### src/design/udpdmx_pkg.sv
// Shared types and constants for the UDP socket demultiplexing table.
package udpdmx_pkg;

   localparam int TABLE_DEPTH_DEF = 16;

   localparam logic [31:0] NETMASK_RESET = 32'hFFFF_FF00;

   localparam logic [1:0] OPC_LOOKUP = 2'd0;
   localparam logic [1:0] OPC_ADD    = 2'd1;
   localparam logic [1:0] OPC_REMOVE = 2'd2;

   localparam logic [2:0] ST_HIT     = 3'd0;
   localparam logic [2:0] ST_MISS    = 3'd1;
   localparam logic [2:0] ST_ADDED   = 3'd2;
   localparam logic [2:0] ST_PRESENT = 3'd3;
   localparam logic [2:0] ST_FULL    = 3'd4;
   localparam logic [2:0] ST_REMOVED = 3'd5;
   localparam logic [2:0] ST_ABSENT  = 3'd6;

   typedef struct packed {
      logic [1:0]  opcode;
      logic [7:0]  socket_handle;
      logic [31:0] bind_local_ip;
      logic [15:0] bind_local_port;
      logic [31:0] bind_remote_ip;
      logic [15:0] bind_remote_port;
      logic [31:0] pkt_src_ip;
      logic [31:0] pkt_dst_ip;
      logic [15:0] pkt_src_port;
      logic [15:0] pkt_dst_port;
   } req_type;

   typedef struct packed {
      logic [2:0] status;
      logic [7:0] found_handle;
      logic       exact_hit;
   } rsp_type;

   typedef struct packed {
      logic        valid;
      logic [7:0]  handle;
      logic [31:0] lcl_addr;
      logic [15:0] lcl_port;
      logic [31:0] rmt_addr;
      logic [15:0] rmt_port;
   } slot_type;

   typedef struct packed {
      logic       valid;
      req_type    req;
      logic       added;
      logic       present;
      logic       removing;
      logic       exact_hit;
      logic [7:0] exact_handle;
      logic       loose_hit;
      logic [7:0] loose_handle;
   } token_type;

endpackage

### src/design/udpdmx_cell.sv
// One table slot that updates itself and its passing word, then hands the word on.
module udpdmx_cell (
   input  logic                  clock,
   input  logic                  reset,
   input  logic [31:0]           netmask,
   input  udpdmx_pkg::token_type tok_in,
   input  udpdmx_pkg::slot_type  nb_slot,
   output udpdmx_pkg::token_type tok_out,
   output udpdmx_pkg::slot_type  slot_out
);
   import udpdmx_pkg::*;

   slot_type  slot_ff, slot_in;
   token_type tok_ff, tok_pass_in;
   logic [31:0] host;
   logic        rip_ok, lip_ok, exact_m, loose_m, own;

   always_comb begin
      host    = ~netmask;
      rip_ok  = (slot_ff.rmt_addr == 32'd0) || (slot_ff.rmt_addr == tok_in.req.pkt_src_ip);
      lip_ok  = (slot_ff.lcl_addr == 32'd0) || (slot_ff.lcl_addr == tok_in.req.pkt_dst_ip);
      loose_m = slot_ff.valid && (slot_ff.lcl_port == tok_in.req.pkt_dst_port)
                && rip_ok && lip_ok;
      exact_m = slot_ff.valid && (slot_ff.lcl_port == tok_in.req.pkt_dst_port)
                && (slot_ff.rmt_port == tok_in.req.pkt_src_port) && lip_ok
                && (rip_ok || ((slot_ff.rmt_addr & host) == host));
      own     = slot_ff.valid && (slot_ff.handle == tok_in.req.socket_handle);

      slot_in     = slot_ff;
      tok_pass_in = tok_in;
      if (tok_in.valid) begin
         unique case (tok_in.req.opcode)
            OPC_LOOKUP: begin
               if (exact_m && !tok_in.exact_hit) begin
                  tok_pass_in.exact_hit    = 1'b1;
                  tok_pass_in.exact_handle = slot_ff.handle;
               end
               if (loose_m && !tok_in.loose_hit) begin
                  tok_pass_in.loose_hit    = 1'b1;
                  tok_pass_in.loose_handle = slot_ff.handle;
               end
            end
            OPC_ADD: begin
               if (own) begin
                  tok_pass_in.present = 1'b1;
               end else if (!slot_ff.valid && !tok_in.added && !tok_in.present) begin
                  slot_in.valid       = 1'b1;
                  slot_in.handle      = tok_in.req.socket_handle;
                  slot_in.lcl_addr    = tok_in.req.bind_local_ip;
                  slot_in.lcl_port    = tok_in.req.bind_local_port;
                  slot_in.rmt_addr    = tok_in.req.bind_remote_ip;
                  slot_in.rmt_port    = tok_in.req.bind_remote_port;
                  tok_pass_in.added   = 1'b1;
               end
            end
            OPC_REMOVE: begin
               if (tok_in.removing || own) begin
                  slot_in              = nb_slot;
                  tok_pass_in.removing = 1'b1;
               end
            end
            default: begin
               slot_in = slot_ff;
            end
         endcase
      end
   end

   always_ff @(posedge clock) begin
      if (reset) begin
         slot_ff <= '0;
         tok_ff  <= '0;
      end else begin
         slot_ff <= slot_in;
         tok_ff  <= tok_pass_in;
      end
   end

   assign tok_out  = tok_ff;
   assign slot_out = slot_ff;

endmodule

### config.mk
export PLATFORM = sky130hd
export DESIGN_NAME = udpdmx_cell
export DESIGN_NICKNAME = d
export VERILOG_FILES = /design/src/design/udpdmx_pkg.sv /design/src/design/udpdmx_cell.sv
export SDC_FILE = /design/constraint.sdc
export NUM_CORES = 1
export LEC_CHECK = 0
export BUFFER_PORTS_ARGS = -buffer_cell sky130_fd_sc_hd__buf_4
export CORE_AREA = 4 4 271 273
export CTS_CLUSTER_DIAMETER = 60
export DETAILED_ROUTE_END_ITERATION = 8
export DIE_AREA = 0 0 275 277
export GPL_TIMING_DRIVEN = 0
export PLACE_DENSITY = 0.48
export SKIP_LAST_GASP = 1
export SYNTH_ARGS = -nofsm -noshare
export SYNTH_HDL_FRONTEND = slang
export SYNTH_SLANG_ARGS = --single-unit
### constraint.sdc
create_clock -name clock -period 2.3 [get_ports clock]
set_input_delay 0.345 -clock clock [delete_from_list [all_inputs] [get_ports clock]]
set_output_delay 0.345 -clock clock [all_outputs]
set_load 0.02 [all_outputs]
==> results.md, run 1 <==
* Portion of synthesized cell area occupied by the leading cell type at 0.536
* Most used standard cell by instance count after synthesis: dfxtp_1
* Slew Limit Fails at 0
* Top fanout value on the critical path at 8
* Pin count of the biggest net entering global routing at 12
* Initial antenna violation count at 4
* Wire length of the first global-routing pass at 97500 um
* Leakage dissipation at 9.65 nW
* Clock Skews at 11.4 ps
* CORE AREA at 71100 um^2
* Minimum clock period after layout at 2470 ps
* Starting utilization of the core area at 0.173
* Chip width at 275 um
* Hold Crit Class: input pin to register
* Post-synth top cells: 329 x dfxtp_1, 202 x nor2b_1, 120 x mux2i_1
* Largest delay contributor family on the critical path: simple AND/OR/NAND/NOR gates
* Count of placed standard cells including taps at 2815
* CP endpoint kind: register
* Worst Reg-to-Reg Cells at 6
* Post-synth net total at 1538
* Violations in the final reports: negative setup slack
* Synthesis-to-finish area growth at 82.7%
* Combined global-route utilization of all metal layers at 0.177
* Worst IR drop on VDD at 0.436 mV
* Instance count of the mapped netlist at 1175
* Clock buffer depth at 3
* Post-route DRC violation count at 0
* Outcome: finished with violations
* Transition time at the pin with the least slew margin at 1150 ps
* Fin util at 0.316
* Vias per std cell at 4.09
* DRT iter0 DRCs at 467
* Num rows at 98
* Distinct cell type count after synthesis at 33
* Leading area contributor after synthesis: dfxtp_1
* # port buffers at 690
* Worst setup path category: register to register
* Number of flip-flops and latches in the synthesized netlist at 329
* Slowest cell on crit path: or4_4
* Total via count after detailed routing at 12535
* CTS buffer count at 44
* Number of routed nets with antenna violations at 0
* Crit share post-route at 1.07
* Syn Std Cell Area at 12300 um^2
* Average routed wire per standard cell at 23.2 um
* Proportion of synthesized flip-flops having asynchronous set or reset at 0
* Hpwl dp at 56600 um
* Total Negative Setup Slacks at -1560 ps
* Clock sink count at 329
* Leftover overflow at the end of global routing at 0
* Chip Height at 277 um
* Required time at the worst-slack endpoint at 2730 ps
* Master cell of the clock root buffer: clkbuf_16
* Layout cell share with drive strength beyond 1 at 0.420
* Clock latency on the worst-skew pair at 550 ps
* Global placer's final weighted congestion at 0.941
* CTS tree: yes
* I/O Pins at 692
* Nets@finish at 2444
* Number of warning messages in the yosys log at 0
* Total design power at 16.1 mW
* Post-layout instance count excluding filler cells at 3064
* Hold slack at 43.8 ps
* Synth area leaders: dfxtp_1 54%, nor2b_1 10%, mux2i_1 9.8%
* First-pass iteration count of the detailed router at 4
* Longest individual stage delay on the worst path at 660 ps
* Commonest register cell after synthesis: dfxtp_1
* Depth of the CTS H-tree at 2
* Stages on the worst setup path at 6
* Upper clock frequency limit at 0.405 GHz
* Setup repair after global routing missed its margin: yes
* Crit path cell chain: xor2_1 -> nor4_4 -> nand4_1 -> o21a_2 -> or4_4 -> mux2i_1
* Endpoint arrival time on the critical path at 2900 ps
* Power density cells at 719 nW/um^2
* Relative slew slack at 0.232
* Total setup violations reported at the end of the flow at 16
* Final number of hold-violating endpoints at 0
* Number of enable flip-flop cells after synthesis at 0
* Avg Inst Size Synth at 10.5 um^2
* Via count of the first global-routing pass at 13488
* Register area share after synthesis at 0.536
* WHS Path Cells at 2
* Total wirelength of the detailed-routed design at 71200 um
* Reported max-cap violation count at 0
* Number of buffers and inverters on the critical path at 0
* Clock transition at the registers of the reported paths at 60 ps
* Setup slack of the critical path after layout at -168 ps
* Die Footprint at 76200 um^2
* Launching element type of the critical path: register
through the flow:
step           setup slack (ps)  area [um^2]
3_5_place_dp              -1800        18700
6_report                   -168        22500
4_1_cts                    -168        22100
3_3_place_gp              -1750        18700
2_1_floorplan              24.2        12300
5_1_grt                    -228        22500
placed cells by master, fill, tap and decap left out, types with 5 or more instances in the layout:
cell type and count:
buf_4 706, dfxtp_1 296, nor2b_1 202, dlygate4sd3_1 159, mux2i_1 119, nor2_1 113
a211oi_1 88, xor2_1 51, clkbuf_1 47, clkbuf_16 45, xnor2_1 44, nand2b_1 24
dfxtp_2 22, nand4_1 21, nor4_1 20, a211oi_2 16, o22ai_1 16, clkbuf_8 13
nor4_2 11, dfxtp_4 11, buf_6 9, xnor2_2 6, buf_12 5, buf_1 5
nor4_4 5
path summary, 6_finish.rpt:
kind | slack [ps] | startpoint | end
min | 40 | tok_in[105] | tok_out[105]$_SDFF_PP0_
max | -170 | slot_out[19]$_SDFFE_PP0P_ | tok_out[7]$_SDFF_PP0_
min reg2reg | 530 | slot_out[8]$_SDFFE_PP0P_ | slot_out[8]$_SDFFE_PP0P_
max reg2reg | -170 | slot_out[19]$_SDFFE_PP0P_ | tok_out[7]$_SDFF_PP0_
routing by layer:
metal	vias to the layer above	share of wire	GRT usage	routed length, um
met1	5996	0.38	0.199	27100
li1	5878	-	-	-
met5	-	0.00015	0	11
met4	2	0.040	0.0683	2880
met2	538	0.51	0.321	36000
met3	121	0.073	0.0424	5180
area by class of cell:
cell class,instances,area (um^2)
Multi-Input combinational cell,770,5770
Buffer,71,465
Sequential cell,329,6660
Clock inverter,10,138
Tap cell,950,1190
Inverter,4,15.0
Antenna cell,2,5.00
Clock buffer,67,1340
Fill cell,7413,48700
Timing Repair Buffer,861,6890
sequential cells by signal, summed over array words and instances, names as in the netlist:
signal and flops:
slot_out 105, tok_out 224
repair_timing:
action                                  CTS  global route
gates resized for setup                 109            96
cloned                                    1             0
endpoints found under the setup margin  127           119
hold buffers                            159             0
pin swaps                                11            12
setup buffers                             8             3
endpoints found under the hold margin   159             0
kinds of logic after synthesis:
| logic type | after synthesis | synth area share |
|---|---|---|
| muxes | 120 | 0.0977 |
| xor gates and xnor gates | 104 | 0.0741 |
| DFF | 329 | 0.536 |
| buffers and inverters | 76 | 0.0234 |
| and+or+nand+nor | 412 | 0.188 |
| AOI/OAI and AO/OA | 134 | 0.0812 |
worst reg2reg max path: cells and delay by family, from the launching register on:
kind / cells / cell delay (ps)
AO/OA/AOI/OAI: 1 / 300
XOR/XNOR: 1 / 210
flip-flops: 1 / 390
multiplexers: 1 / 180
AND/OR/NAND/NOR: 3 / 1260
power breakdown:
part	internal, mW	total (mW)	leakage (nW)	switching (mW)
sequential	6.01	6.25	2.74	0.246
clock	4.32	6.99	0.722	2.66
combinational	1.41	2.90	6.18	1.49
total	11.7	16.1	9.65	4.39
No activity file was read; power rests on OpenSTA's default activity.
==> run 2, diff against run 1 <==
--- a/config.mk
+++ b/config.mk
@@ -11,7 +11,8 @@
 export DETAILED_ROUTE_END_ITERATION = 8
 export DIE_AREA = 0 0 275 277
 export GPL_TIMING_DRIVEN = 0
-export PLACE_DENSITY = 0.48
+export PLACE_DENSITY_LB_ADDON = 0.08
+export RECOVER_POWER = 25
 export SKIP_LAST_GASP = 1
 export SYNTH_ARGS = -nofsm -noshare
 export SYNTH_HDL_FRONTEND = slang
==> run 2 against run 1 <==
  * Critical path depth grew 1
  * Fmax down 0.67%
  * Count of clock-buffer cells in the layout decreased by 6
  * Largest cell class unchanged
  * The run still ends with negative setup slack left
  * Critical endpoint is now tok_out[5]$_SDFF_PP0_
==> results.md, run 2 (synthesis gave the netlist of run 1 again) <==
* Upper clock frequency limit at 0.402 GHz (-0.67%)
* Pin count of the biggest net entering global routing at 13 (+1)
* Violations in the final reports: negative setup slack
* Total Negative Setup Slacks at -1720 ps (-155 ps)
* Total setup violations reported at the end of the flow at 16 (unchanged)
* Power density cells at 736 nW/um^2 (+2.4%)
* Synthesis-to-finish area growth at 84.2%
* Hold slack at 46.5 ps (+2.65 ps)
* Top library cells by usage in the layout, fill and taps aside: 661 x buf_4, 298 x dfxtp_1, 202 x nor2b_1, 185 x dlygate4sd3_1, 119 x mux2i_1
* Clock transition at the registers of the reported paths at 60 ps (about the same)
* Master cell of the clock root buffer: clkbuf_16
* Worst setup path category: register to register
* Longest individual stage delay on the worst path at 550 ps (-110 ps)
* Starting utilization of the core area at 0.173 (unchanged)
* Hold Crit Class: input pin to register
* Depth of the CTS H-tree at 2 (unchanged)
* Commonest non-fill, non-tap cell in the layout: buf_4
* Flip-flop count of the largest register after layout at 224 (unchanged)
* First-pass iteration count of the detailed router at 4 (unchanged)
* Chip Height at 277 um (unchanged)
* Filler cell count in the final layout at 7557 (+1.9%)
* # port buffers at 690 (unchanged)
* Clock buffer depth at 3 (unchanged)
* Slowest cell on crit path: or4_4
* Nets@finish at 2478 (+1.4%)
* Num rows at 98 (unchanged)
* I/O Pins at 692 (unchanged)
* Global placer's final weighted congestion at 0.791 (-16%)
* Hpwl dp at 59300 um (+4.8%)
* CTS buffer count at 46 (+4.5%)
* Leakage dissipation at 9.60 nW (-0.47%)
* Wire length of the first global-routing pass at 101000 um (+3.9%)
* Total via count after detailed routing at 12414 (-0.97%)
* Endpoint arrival time on the critical path at 2940 ps (+40 ps)
* Reported max-cap violation count at 0 (unchanged)
* Combined global-route utilization of all metal layers at 0.186 (+0.00875)
* Crit share post-route at 1.08 (+0.00726)
* Initial antenna violation count at 4 (unchanged)
* Worst IR drop on VDD at 0.491 mV (+13%)
* Total wirelength of the detailed-routed design at 74300 um (+4.4%)
* Top fanout value on the critical path at 8 (unchanged)
* CTS tree: yes
* Final number of hold-violating endpoints at 0 (unchanged)
* Chip width at 275 um (unchanged)
* Clock Skews at 21.1 ps (+9.69 ps)
* Clock sink count at 329 (unchanged)
* DRT iter0 DRCs at 348 (-25%)
* Leftover overflow at the end of global routing at 0 (unchanged)
* CP endpoint kind: register
* Required time at the worst-slack endpoint at 2750 ps (+20 ps)
* Outcome: finished with violations
* Number of routed nets with antenna violations at 0 (unchanged)
* Transition time at the pin with the least slew margin at 1080 ps (-67.6 ps)
* Layout cell share with drive strength beyond 1 at 0.389 (-0.0304)
* Die Footprint at 76200 um^2 (unchanged)
* Crit path cell chain: xor2_1 -> nor4_4 -> nand4_1 -> o21a_4 -> or4_4 -> buf_12 -> mux2i_4
* Average routed wire per standard cell at 23.9 um (+2.9%)
* CORE AREA at 71100 um^2 (unchanged)
* Launching element type of the critical path: register
* Relative slew slack at 0.277 (+0.0450)
* Via count of the first global-routing pass at 13460 (-0.21%)
* Setup slack of the critical path after layout at -185 ps (-16.7 ps)
* Post-route DRC violation count at 0 (unchanged)
* Clock latency on the worst-skew pair at 570 ps (+20 ps)
* Slew Limit Fails at 0 (unchanged)
* Setup repair after global routing missed its margin: yes
* Vias per std cell at 3.99 (-2.4%)
* Combined flip-flop and latch cell area at 6650 um^2 (about the same)
* Minimum clock period after layout at 2490 ps (+16.7 ps)
* Multi-input combinational cell area at 5670 um^2 (-1.6%)
## run 2: cell count changes in the layout (fill, tap and decap cells not counted), moves of 5 or more
| cell | delta |
|---|---|
| a211oi_1 | +6 |
| a211oi_2 | -6 |
| buf_4 | -45 |
| clkbuf_1 | +44 |
| clkbuf_4 | +6 |
| clkbuf_8 | -6 |
| clkinv_2 | +7 |
| diode_2 | +5 |
| dlygate4sd3_1 | +26 |
| xnor2_1 | +6 |
| xnor2_2 | -6 |
## run 2: worst paths after layout
check	endpoint	startpoint	cells after the start	slack, ps
worst max-delay path	tok_out[5]$_SDFF_PP0_	slot_out[29]$_SDFFE_PP0P_	7	-190
worst min-delay path	tok_out[93]$_SDFF_PP0_	tok_in[93]	2	50
worst max register to register	tok_out[5]$_SDFF_PP0_	slot_out[29]$_SDFFE_PP0P_	7	-190
worst min register to register	slot_out[6]$_SDFFE_PP0P_	slot_out[6]$_SDFFE_PP0P_	2	530
## run 2: final cells by class
| type | count | share of cell area |
|---|---|---|
| antenna | 7 | 0.000773 |
| buffer | 71 | 0.0201 |
| clock buffer | 61 | 0.0573 |
| clock inverter | 23 | 0.0127 |
| inverter | 4 | 0.000663 |
| multi-input combinational | 770 | 0.251 |
| sequential | 329 | 0.294 |
| tap | 950 | 0.0525 |
| timing repair buffer | 893 | 0.312 |
## run 2: per-stage QoR
stage / instances / area (um^2) / total power [mW] / util / setup slack, ps
4_1_cts: 3095 / 22500 / 17.0 / 0.316 / -180
6_report: 3108 / 22600 / 16.7 / 0.318 / -185
2_1_floorplan: 1175 / 12300 / 7.39 / - / 24.2
3_5_place_dp: 2815 / 18700 / 8.97 / 0.262 / -1620
5_1_grt: 3103 / 22600 / 17.4 / 0.318 / -243
3_3_place_gp: 2815 / 18700 / 8.96 / 0.262 / -1590
## run 2: metal layers
layer  vias up  routed length [um]  part of all wire  global-route usage
met3        88                5170             0.070              0.0500
met2       454               39400              0.53               0.352
met1      5929               27700              0.37               0.200
li1       5943                   -                 -                   -
met4         0                2000             0.027              0.0523
met5         -                   0                 0                   0
## run 2: timing repair
| item | 4_1_cts | 5_1_grt |
|---|---|---|
| setup buffers | 11 | 6 |
| cloned | 0 | 1 |
| endpoints found under the hold margin | 185 | 0 |
| pin swaps | 11 | 13 |
| resized for setup | 94 | 81 |
| endpoints found under the setup margin | 124 | 121 |
| hold buffers | 185 | 0 |
## run 2: report_power, final
| part | internal [mW] | switching (mW) |
|---|---|---|
| logic | 1.41 | 1.48 |
| clock network | 4.65 | 2.88 |
| registers | 6.01 | 0.239 |
| total | 12.1 | 4.60 |
## run 2: critical path, delay by kind of cell, from the launching register on
kind,cells,cell delay (ps)
flip-flops,1,360
XOR/XNOR,1,180
multiplexers,1,180
buffers and inverters,1,170
AND/OR/NAND/NOR,3,1170
AO/OA/AOI/OAI,1,290
